[src/rtl/pgn_queue.sv]
module pgn_queue #(
    parameter int WIDTH = 8,
    parameter int DEPTH = 4
) (
    input  logic                       i_clk,
    input  logic                       i_rst_n,
    input  logic                       i_push,
    input  logic [WIDTH-1:0]           i_data,
    output logic                       o_full,
    input  logic                       i_pop,
    output logic [WIDTH-1:0]           o_data,
    output logic                       o_empty,
    output logic [$clog2(DEPTH+1)-1:0] o_count
);
    localparam int PTR_W = $clog2(DEPTH);
    localparam int CNT_W = $clog2(DEPTH + 1);

    logic [WIDTH-1:0] r_mem [DEPTH];
    logic [PTR_W-1:0] r_wr_ptr, n_wr_ptr;
    logic [PTR_W-1:0] r_rd_ptr, n_rd_ptr;
    logic [CNT_W-1:0] r_count, n_count;
    logic             do_push, do_pop;

    assign o_full  = (r_count == CNT_W'(DEPTH));
    assign o_empty = (r_count == '0);
    assign o_count = r_count;
    assign o_data  = r_mem[r_rd_ptr];
    assign do_push = i_push && !o_full;
    assign do_pop  = i_pop && !o_empty;

    always_comb begin
        n_wr_ptr = r_wr_ptr;
        n_rd_ptr = r_rd_ptr;
        if (do_push) begin
            n_wr_ptr = (r_wr_ptr == PTR_W'(DEPTH - 1)) ? '0 : r_wr_ptr + 1'b1;
        end
        if (do_pop) begin
            n_rd_ptr = (r_rd_ptr == PTR_W'(DEPTH - 1)) ? '0 : r_rd_ptr + 1'b1;
        end
        n_count = r_count + CNT_W'(do_push) - CNT_W'(do_pop);
    end

    always_ff @(posedge i_clk) begin
        if (!i_rst_n) begin
            r_wr_ptr <= '0;
            r_rd_ptr <= '0;
            r_count  <= '0;
        end else begin
            r_wr_ptr <= n_wr_ptr;
            r_rd_ptr <= n_rd_ptr;
            r_count  <= n_count;
        end
    end

    always_ff @(posedge i_clk) begin
        if (do_push) begin
            r_mem[r_wr_ptr] <= i_data;
        end
    end

endmodule

[config.mk]
export PLATFORM = sky130hd
export DESIGN_NAME = pgn_queue
export DESIGN_NICKNAME = d
export VERILOG_FILES = /design/src/rtl/pgn_queue.sv
export SDC_FILE = /design/constraint.sdc
export NUM_CORES = 1
export LEC_CHECK = 0
export BUFFER_PORTS_ARGS = -buffer_cell sky130_fd_sc_hd__clkbuf_2
export CAP_MARGIN = 0
export CORE_ASPECT_RATIO = 0.6
export CORE_MARGIN = 2
export CORE_UTILIZATION = 30
export CTS_CLUSTER_DIAMETER = 120
export DETAILED_ROUTE_END_ITERATION = 10
export PLACE_DENSITY = 0.52
export SLEW_MARGIN = 5
export SYNTH_ARGS = -nofsm -noshare
export SYNTH_HDL_FRONTEND = slang
export SYNTH_SLANG_ARGS = --single-unit
[constraint.sdc]
create_clock -name i_clk -period 2.11 [get_ports i_clk]
set_input_delay 0 -clock i_clk [delete_from_list [all_inputs] [get_ports i_clk]]
set_output_delay 0 -clock i_clk [all_outputs]
set_load 0.02 [all_outputs]
==> impl_metrics.env, run 1 <==
export IMPL_crit_family="adder cells"
export IMPL_cp_max_fo=5
export IMPL_syn2layout_area_growth_pct=24.81
export IMPL_finalPower_mw=2.305
export IMPL_maxCapViolations=0
export IMPL_pwr_share_clk_pct=20.9
export IMPL_core_region_area_mm2=0.005205
export IMPL_hold_path_class="input port to register"
export IMPL_avgSynthCellArea_um2=17.46
export IMPL_pwr_density_cell_mw_per_mm2=1113
export IMPL_vias_per_cell=4.302
export IMPL_yosysSeqAreaShare_pct=68.78
export IMPL_p_int_mw=1.577
export IMPL_ir_drop_mv=0.3369
export IMPL_htree_levels=2
export IMPL_yosysWarnings=0
export IMPL_worstPathArrival_ns=2.26
export IMPL_grt_pass1_vias=896
export IMPL_finalHoldViolations=0
export IMPL_die_area_mm2=0.006161
export IMPL_cts_tree="built"
export IMPL_slowest_stage="dfxtp_4"
export IMPL_rsz0062_at_grt="yes"
export IMPL_num_fill_cells=490
export IMPL_synth_top_area_share_pct=57.92
export IMPL_path_clk_slew_ns=0.08
export IMPL_grt_ovfl_total=0
export IMPL_tns_ns=0
export IMPL_ys_seq_elements=41
export IMPL_p_switching_uw=728.1
export IMPL_cpMostUsedCell="inv_1"
export IMPL_cts_buffers_inserted=5
export IMPL_worstPathCellList="o31ai_4, inv_1, ha_1, inv_1, ha_2, fa_2, xnor2_2, xnor2_1, and2_1"
export IMPL_first_iter_violations=54
export IMPL_critPathKind="register to register"
export IMPL_status="finished clean"
export IMPL_drive_above_1_share_pct=41.18
export IMPL_wl_um=2792
export IMPL_finalClockSkew_ns=0.004651
export IMPL_required_ns=2.29
export IMPL_wire_per_inst_um=13.82
export IMPL_synthCells=95
export IMPL_cp_end_kind="register"
export IMPL_finalCritPeriodShare_pct=98.45
export IMPL_p_leak_nw=0.7766
export IMPL_min_period_ns=2.077
export IMPL_diodes=0
export IMPL_critPathBufInv=2
export IMPL_critPathLaunchType="register"
export IMPL_synth_net_count=115
export IMPL_rows=20
export IMPL_grt_antenna_before_repair=0
export IMPL_port_buffers=24
export IMPL_power_frac_comb_pct=30.6
export IMPL_synthTopCellsByArea="edfxtp_1 (58%), dfxtp_1 (11%), mux4_2 (11%)"
export IMPL_die_h_um=61.61
export IMPL_holdWs_ns=0.09775
export IMPL_synth_cell_types=21
export IMPL_cts_root_buf="clkbuf_8"
export IMPL_clock_sinks=41
export IMPL_maxSlewHeadroom_pct=62.22
export IMPL_final_nets=155
export IMPL_die_w_um=100.0
export IMPL_globalplace_congestion=0.7649
export IMPL_dr_pass1_iters=4
export IMPL_seqPwrFrac_pct=48.5
export IMPL_swShare_pct=31.58
export IMPL_dpl_hpwl_um=1922
export IMPL_antenna_left=0
export IMPL_grt_pass1_wl_um=4436
export IMPL_finalSetupViolCount=0
export IMPL_netlist_area_mm2=0.001659
export IMPL_cts_buffer_depth=2
export IMPL_start_util_pct=31.87
export IMPL_fmax_mhz=481.4
export IMPL_num_vias=869
export IMPL_clk_latency_ns=0.28
export IMPL_synth_top_cell_by_area="edfxtp_1"
export IMPL_grt_max_degree=13
export IMPL_max_stage_delay_ns=0.38
export IMPL_max_slew_worst_pin_slew_ns=0.5659
export IMPL_ios=25
export IMPL_grt_usage_pct=10.34
export IMPL_slew_viol_final=0
export IMPL_drcViolationCount=0
-- registers in the layout, summed over array words and instances, names as in the netlist, named ones only --
register  count
r_mem        32
o_count       3
r_rd_ptr      2
r_wr_ptr      2
-- per-layer routing --
| metal | GRT usage, % | vias to the layer above | routed length, um |
|---|---|---|---|
| met5 | 0 | - | 0 |
| met4 | 4.110 | 0 | 29 |
| met3 | 3.859 | 2 | 106 |
| met2 | 17.76 | 13 | 1335 |
| met1 | 12.19 | 429 | 1322 |
| li1 | - | 425 | - |
-- worst paths after layout --
check                   start  cells after the start  slack [ns]          end
setup / recovery   o_count[1]                      9        0.03   o_count[2]
hold reg to reg   r_wr_ptr[1]                      2        0.50  r_wr_ptr[1]
hold / removal        i_rst_n                      3         0.1  r_wr_ptr[0]
setup reg to reg   o_count[1]                      9        0.03   o_count[2]
-- worst register-to-register path, cell delays in order, from the launching register on --
cell and delay, ns:
dfxtp_4 0.38, o31ai_4 0.27, inv_1 0.07, ha_1 0.27, inv_1 0.04, ha_2 0.17
fa_2 0.35, xnor2_2 0.15, xnor2_1 0.13, and2_1 0.15
-- metrics by stage --
step                      util, %  cell area (um^2)  cells  worst slack, ns
after floorplan                 -              1668     95         -0.01551
after global placement      35.77              1862    183          0.08009
after detailed placement    35.77              1862    183         -0.05397
after CTS                   39.59              2061    201          0.01552
after global routing        39.78              2071    202         -0.06800
final                       39.78              2071    202          0.03264
-- power groups by stage --
stage               logic [mW]  clock network [mW]  registers [mW]
floorplan                0.482                   0            1.09
global placement         0.639                   0            1.12
detailed placement       0.654                   0            1.13
CTS                      0.713               0.497            1.12
global route             0.786               0.527            1.14
finish                   0.706               0.482            1.12
-- synth_stat cells --
cell type  number
nor2b_2         1
edfxtp_1       32
xnor2_1         2
ha_1            7
nor2_1          2
mux4_2          8
o31ai_2         1
buf_2           1
mux2i_1         2
o21ai_0         2
and2_2          3
nand2_1         6
fa_1            1
nor3b_4         1
nand3_1         2
clkbuf_1        2
and2_1          4
nor3_1          1
inv_1           7
buf_6           1
dfxtp_1         9
-- logic make-up (layout without fill, tap and decap cells) --
group,Yosys count,after routing,synth area share (%)
xor gates and xnor gates,2,2,1.056
DFF,41,41,68.78
muxes,10,10,12.07
and+or+nand+nor,20,20,7.240
adders and majority gates,8,8,6.485
buffers and inverters,11,52,3.017
AOI/OAI and AO/OA,3,3,1.357
-- layout by cell type, fill, tap and decap left out, types with 2 or more instances in the layout --
master	n
dlygate4sd3_1	8
dfxtp_4	3
mux4_2	8
edfxtp_1	32
ha_1	6
nor2_1	2
mux2i_1	2
o21ai_0	2
nand3_1	2
and2_2	3
clkbuf_8	5
clkinv_2	2
inv_1	7
buf_4	5
clkbuf_2	24
and2_1	4
dfxtp_1	6
nand2_1	6
-- area by class of cell --
cell class	count	area (um^2)	share of cell area, %
tap	66	82.58	3.988
timing repair buffer	37	237.7	11.48
clock inverter	2	10.01	0.4834
inverter	7	26.28	1.269
multi-input combinational	43	489.2	23.63
sequential	41	1152	55.65
clock buffer	6	72.57	3.505
-- repair_timing --
| action | 4_1_cts | 5_1_grt |
|---|---|---|
| pin swaps | 2 | 2 |
| gates resized for setup | 4 | 1 |
| endpoints found under the setup margin | 1 | 1 |
| hold buffers | 8 | 0 |
| endpoints found under the hold margin | 32 | 0 |
| buffers inserted | 2 | 1 |
No activity file was read; power rests on OpenSTA's default activity.
==> run 2: changes to the inputs <==
--- a/config.mk
+++ b/config.mk
@@ -9,10 +9,10 @@
 export CAP_MARGIN = 0
 export CORE_ASPECT_RATIO = 0.6
 export CORE_MARGIN = 2
-export CORE_UTILIZATION = 30
+export CORE_UTILIZATION = 40
 export CTS_CLUSTER_DIAMETER = 120
 export DETAILED_ROUTE_END_ITERATION = 10
-export PLACE_DENSITY = 0.52
+export PLACE_DENSITY = 0.65
 export SLEW_MARGIN = 5
 export SYNTH_ARGS = -nofsm -noshare
 export SYNTH_HDL_FRONTEND = slang
==> impl_metrics.env, run 2 (synthesis results as in run 1) <==
export IMPL_status="finished clean"
export IMPL_grt_max_degree=14
export IMPL_first_iter_violations=53
export IMPL_critPathKind="register to register"
export IMPL_cp_end_kind="register"
export IMPL_die_w_um=87.15
export IMPL_p_switching_uw=705.0
export IMPL_power_frac_comb_pct=29.5
export IMPL_p_leak_nw=0.7708
export IMPL_grt_pass1_vias=871
export IMPL_syn2layout_area_growth_pct=23.68
export IMPL_grt_ovfl_total=0
export IMPL_diodes=0
export IMPL_cts_tree="built"
export IMPL_grt_antenna_before_repair=0
export IMPL_cts_buffers_inserted=5
export IMPL_wire_per_inst_um=14.11
export IMPL_p_int_mw=1.602
export IMPL_finalClockSkew_ns=0.007976
export IMPL_cp_max_fo=5
export IMPL_place_inst=167
export IMPL_drcViolationCount=0
export IMPL_finalPower_mw=2.307
export IMPL_num_vias=864
export IMPL_final_nets=154
export IMPL_die_area_mm2=0.004696
export IMPL_port_buffers=24
export IMPL_ir_drop_mv=0.3062
export IMPL_ios=25
export IMPL_dr_pass1_iters=4
export IMPL_seqPwrFrac_pct=48.4
export IMPL_grt_usage_pct=11.93
export IMPL_cts_root_buf="clkbuf_8"
export IMPL_placed_cell_area_mm2=0.001842
export IMPL_largest_reg_flops=32
export IMPL_largest_register="r_mem"
export IMPL_path_clk_slew_ns=0.07
export IMPL_rows=18
export IMPL_htree_levels=2
export IMPL_antenna_left=0
export IMPL_rsz0062_at_grt="yes"
export IMPL_hold_path_class="input port to register"
export IMPL_cts_buffer_depth=2
export IMPL_swShare_pct=30.56
export IMPL_drive_above_1_share_pct=40.74
export IMPL_clock_sinks=41
export IMPL_worstPathArrival_ns=2.24
export IMPL_fmax_mhz=484.8
export IMPL_grt_pass1_wl_um=4015
export IMPL_critPathLaunchType="register"
export IMPL_finalSetupViolCount=0
export IMPL_wl_um=2611
export IMPL_final_cell_area_mm2=0.002052
export IMPL_max_slew_worst_pin_slew_ns=0.5699
export IMPL_vias_per_cell=4.670
export IMPL_final_common_cell="edfxtp_1"
export IMPL_dpl_hpwl_um=1752
export IMPL_pwr_share_clk_pct=22.1
export IMPL_pwr_density_cell_mw_per_mm2=1124
export IMPL_final_cell_mix="edfxtp_1 (32), clkbuf_2 (24), mux4_2 (8), dlygate4sd3_1 (8), inv_1 (7)"
export IMPL_stdcell_count=185
export IMPL_finalCritPeriodShare_pct=97.76
export IMPL_maxCapViolations=0
export IMPL_maxSlewHeadroom_pct=61.96
export IMPL_clk_latency_ns=0.29
export IMPL_core_region_area_mm2=0.004054
export IMPL_finalHoldViolations=0
export IMPL_required_ns=2.29
export IMPL_slew_viol_final=0
export IMPL_die_h_um=53.89
export IMPL_globalplace_congestion=0.7233
export IMPL_min_period_ns=2.063
export IMPL_start_util_pct=40.93
[run 2: cell types whose count changed in the layout (fill, tap and decap cells not counted), sizes merged]
cell | previous run | this run
clkbuf | 30 | 31
buf | 5 | 4
clkinv | 2 | 0
clkinvlp | 0 | 1
[run 2: repair_timing]
action | CTS | global route
hold buffers | 8 | 0
resized for setup | 0 | 4
setup buffers | 0 | 2
setup endpoints to repair | 0 | 1
hold endpoints to repair | 32 | 0
[run 2: area by class of cell]
cell class / instances / area [um^2]
Timing Repair Buffer: 36 / 230.2
Clock inverter: 1 / 7.507
Fill cell: 334 / 2002
Clock buffer: 7 / 86.33
Sequential cell: 41 / 1150
Inverter: 7 / 26.28
Multi-Input combinational cell: 43 / 489.2
Tap cell: 50 / 62.56
[run 2: final timing paths]
path / slack [ns] / cells after the start / end / start
worst max-delay path: 0.05 / 10 / o_count[2] / o_count[2]
worst max register to register: 0.05 / 10 / o_count[2] / o_count[2]
worst min register to register: 0.51 / 2 / r_wr_ptr[1] / r_wr_ptr[1]
worst min-delay path: 0.1 / 2 / o_count[2] / i_rst_n
[run 2: worst max-delay path, stage by stage (launching register included)]
cell     delay, ns
dfxtp_4       0.37
nor3b_4       0.16
nor2b_2       0.13
inv_1         0.05
ha_1          0.27
inv_1         0.04
ha_2          0.17
fa_2          0.37
xnor2_2       0.15
xnor2_1       0.11
and2_1        0.15
[run 2: stage by stage]
step / TNS [ns] / hold slack [ns] / util (%) / setup slack (ns)
global placement: 0 / 0.2134 / 45.43 / 0.1119
detailed placement: 0 / 0.2268 / 45.43 / 0.06133
CTS: 0 / 0.09563 / 49.72 / 0.04192
finish: 0 / 0.09684 / 50.62 / 0.04734
floorplan: -0.01551 / 0.09887 / - / -0.01551
global route: -0.07827 / 0.1058 / 50.62 / -0.07827
[run 2: power by group through the flow]
stage                     sequential (mW)  clock [mW]  combinational (mW)
final                                1.12       0.510               0.682
after global routing                 1.14       0.556               0.755
after CTS                            1.11       0.522               0.656
after detailed placement             1.13           0               0.641
after global placement               1.12           0               0.621
after floorplan                      1.09           0               0.482
[run 2: layer usage]
layer / vias up / GRT usage [%] / wire length, um
met5: - / 0 / 0
met4: 0 / 5.128 / 35
met3: 4 / 3.681 / 89
met2: 16 / 19.59 / 1337
met1: 420 / 14.97 / 1148
li1: 424 / - / -
==> run 3: changes to the inputs <==
--- a/config.mk
+++ b/config.mk
@@ -5,10 +5,11 @@
 export SDC_FILE = /design/constraint.sdc
 export NUM_CORES = 1
 export LEC_CHECK = 0
+export ABC_AREA = 1
 export BUFFER_PORTS_ARGS = -buffer_cell sky130_fd_sc_hd__clkbuf_2
 export CAP_MARGIN = 0
 export CORE_ASPECT_RATIO = 0.6
-export CORE_MARGIN = 2
+export CORE_MARGIN = 10
 export CORE_UTILIZATION = 40
 export CTS_CLUSTER_DIAMETER = 120
 export DETAILED_ROUTE_END_ITERATION = 10
==> impl_metrics.env, run 3 <==
export IMPL_htree_levels=2
export IMPL_cts_tree="built"
export IMPL_finalCritPeriodShare_pct=92.89
export IMPL_ir_drop_mv=0.4648
export IMPL_status="finished clean"
export IMPL_avgSynthCellArea_um2=11.85
export IMPL_yosysSeqAreaShare_pct=67.81
export IMPL_dpl_hpwl_um=2383
export IMPL_syn2layout_area_growth_pct=22.30
export IMPL_globalplace_congestion=0.7597
export IMPL_first_iter_violations=58
export IMPL_final_common_cell="edfxtp_1"
export IMPL_path_clk_slew_ns=0.07
export IMPL_grt_usage_pct=9.687
export IMPL_ys_seq_elements=41
export IMPL_grt_ovfl_total=0
export IMPL_core_region_area_mm2=0.004076
export IMPL_antenna_left=0
export IMPL_wl_um=3281
export IMPL_die_w_um=103.7
export IMPL_postSynth_asyncResetShare_pct=0
export IMPL_synth_top_area_share_pct=57.10
export IMPL_synthTopCellsByCount="edfxtp_1 (32), nor2_1 (29), inv_1 (16)"
export IMPL_final_nets=204
export IMPL_use_met2_pct=16.67
export IMPL_num_fill_cells=362
export IMPL_slew_viol_final=0
export IMPL_holdWs_ns=0.007477
export IMPL_seqCellArea_mm2=0.001141
export IMPL_multi_input_area_um2=457.9
export IMPL_critPathKind="register to register"
export IMPL_worstPathArrival_ns=2.19
export IMPL_pwr_density_cell_mw_per_mm2=1232
export IMPL_dr_pass1_iters=4
export IMPL_synthTopCellsByArea="edfxtp_1 (57%), dfxtp_1 (11%), nor2_1 (6.5%)"
export IMPL_maxCapViolations=0
export IMPL_drcViolationCount=0
export IMPL_drive_above_1_share_pct=23.78
export IMPL_final_cell_mix="edfxtp_1 (32), nor2_1 (29), clkbuf_2 (24), inv_1 (16), o21ai_0 (12)"
export IMPL_cts_root_buf="clkbuf_8"
export IMPL_num_vias=1124
export IMPL_finalHoldViolations=0
export IMPL_synth_cell_types=20
export IMPL_largest_register="r_mem"
export IMPL_grt_antenna_before_repair=0
export IMPL_rsz0062_at_grt="no"
export IMPL_finalSetupViolCount=0
export IMPL_critPathLaunchType="register"
export IMPL_fmax_mhz=510.2
export IMPL_synthCells=142
export IMPL_clock_sinks=41
export IMPL_tns_ns=0
export IMPL_die_area_mm2=0.007286
export IMPL_cts_buffer_depth=2
export IMPL_synth_ff_type="edfxtp_1"
export IMPL_synth_top_cell_by_area="edfxtp_1"
export IMPL_cts_buffers_inserted=5
export IMPL_place_inst=229
export IMPL_netlist_area_mm2=0.001683
export IMPL_cts_setup_buffers=0
export IMPL_placed_cell_area_mm2=0.001893
export IMPL_finalPower_mw=2.535
export IMPL_pre_cts_slack_ns=0.1424
export IMPL_wire_per_inst_um=13.39
export IMPL_diodes=0
export IMPL_cp_max_fo=5
export IMPL_setup_slack_ns=0.1500
export IMPL_p_leak_nw=0.8510
export IMPL_rows=18
export IMPL_largest_reg_flops=32
export IMPL_vias_per_cell=4.588
export IMPL_clk_latency_ns=0.29
export IMPL_die_h_um=70.24
export IMPL_required_ns=2.34
export IMPL_stdcell_count=245
export IMPL_met1_usage_pct=11.14
export IMPL_reg2reg_slack_ns=0.15
export IMPL_finalClockSkew_ns=0.004428
export IMPL_yosysMostFrequentCell="edfxtp_1"
export IMPL_grt_max_degree=17
export IMPL_start_util_pct=41.28
export IMPL_synth_net_count=162
export IMPL_final_cell_area_mm2=0.002058
export IMPL_grt_busiest_layer="met2"
export IMPL_hold_path_class="input port to register"
export IMPL_ios=25
export IMPL_synth_edff_count=32
export IMPL_grt_pass1_vias=1177
export IMPL_utilization_pct=50.49
export IMPL_yosysWarnings=0
export IMPL_grt_pass1_wl_um=5671
export IMPL_min_period_ns=1.960
export IMPL_port_buffers=24
export IMPL_maxSlewHeadroom_pct=76.82
export IMPL_cp_end_kind="register"
export IMPL_max_slew_worst_pin_slew_ns=0.3473
export IMPL_grt_util_met3_pct=2.656
==> run 3: power by group <==
| part | switching [mW] | internal, mW | total [mW] |
|---|---|---|---|
| clock network | 0.253 | 0.229 | 0.482 |
| registers | 0.0934 | 1.01 | 1.10 |
| logic | 0.620 | 0.331 | 0.951 |
| total | 0.966 | 1.57 | 2.54 |
==> run 3: area by class of cell <==
type | instances | share of cell area [%]
Clock buffer | 6 | 3.526
Clock inverter | 2 | 0.4863
Inverter | 17 | 3.100
Multi-Input combinational cell | 82 | 22.25
Sequential cell | 41 | 55.44
Tap cell | 60 | 3.647
Timing Repair Buffer | 37 | 11.55
==> run 3: final timing paths <==
| check | depth (start not counted) | start | end |
|---|---|---|---|
| worst max-delay path | 11 | o_count[1] | o_count[2] |
| worst min-delay path | 3 | i_rst_n | o_count[0] |
| worst max register to register | 11 | o_count[1] | o_count[2] |
| worst min register to register | 2 | r_rd_ptr[1] | register |
==> run 3: timing repair <==
item	in CTS	in global routing
endpoints found under the hold margin	32	0
setup endpoints to repair	0	1
hold buffers	8	0
gates resized for setup	0	1
==> run 3: metal layers <==
metal  share of wire (%)  wire [um]  vias to the layer above
li1                    -          -                      563
met1                  45       1476                      544
met2                  51       1681                       13
met3                 2.6         85                        4
met4                 1.2         39                        0
met5                   0          0                        -
==> run 3: worst max-delay path, stage by stage, from the launching register on <==
cell and delay [ns]:
dfxtp_1 0.35, nor2_1 0.20, nand2_2 0.12, inv_1 0.09, nor2_1 0.04, ha_1 0.26, inv_1 0.04, ha_1 0.18
fa_1 0.39, nand2_1 0.09, nand2_1 0.05, nor2_1 0.08
==> run 3: kinds of logic after synthesis <==
group	synth area share, %
flip-flops	67.81
buffers and inverters	5.130
AO/OA/AOI/OAI	8.774
XOR/XNOR	0.5205
AND/OR/NAND/NOR	11.38
adder cells (fa/ha/maj)	6.394
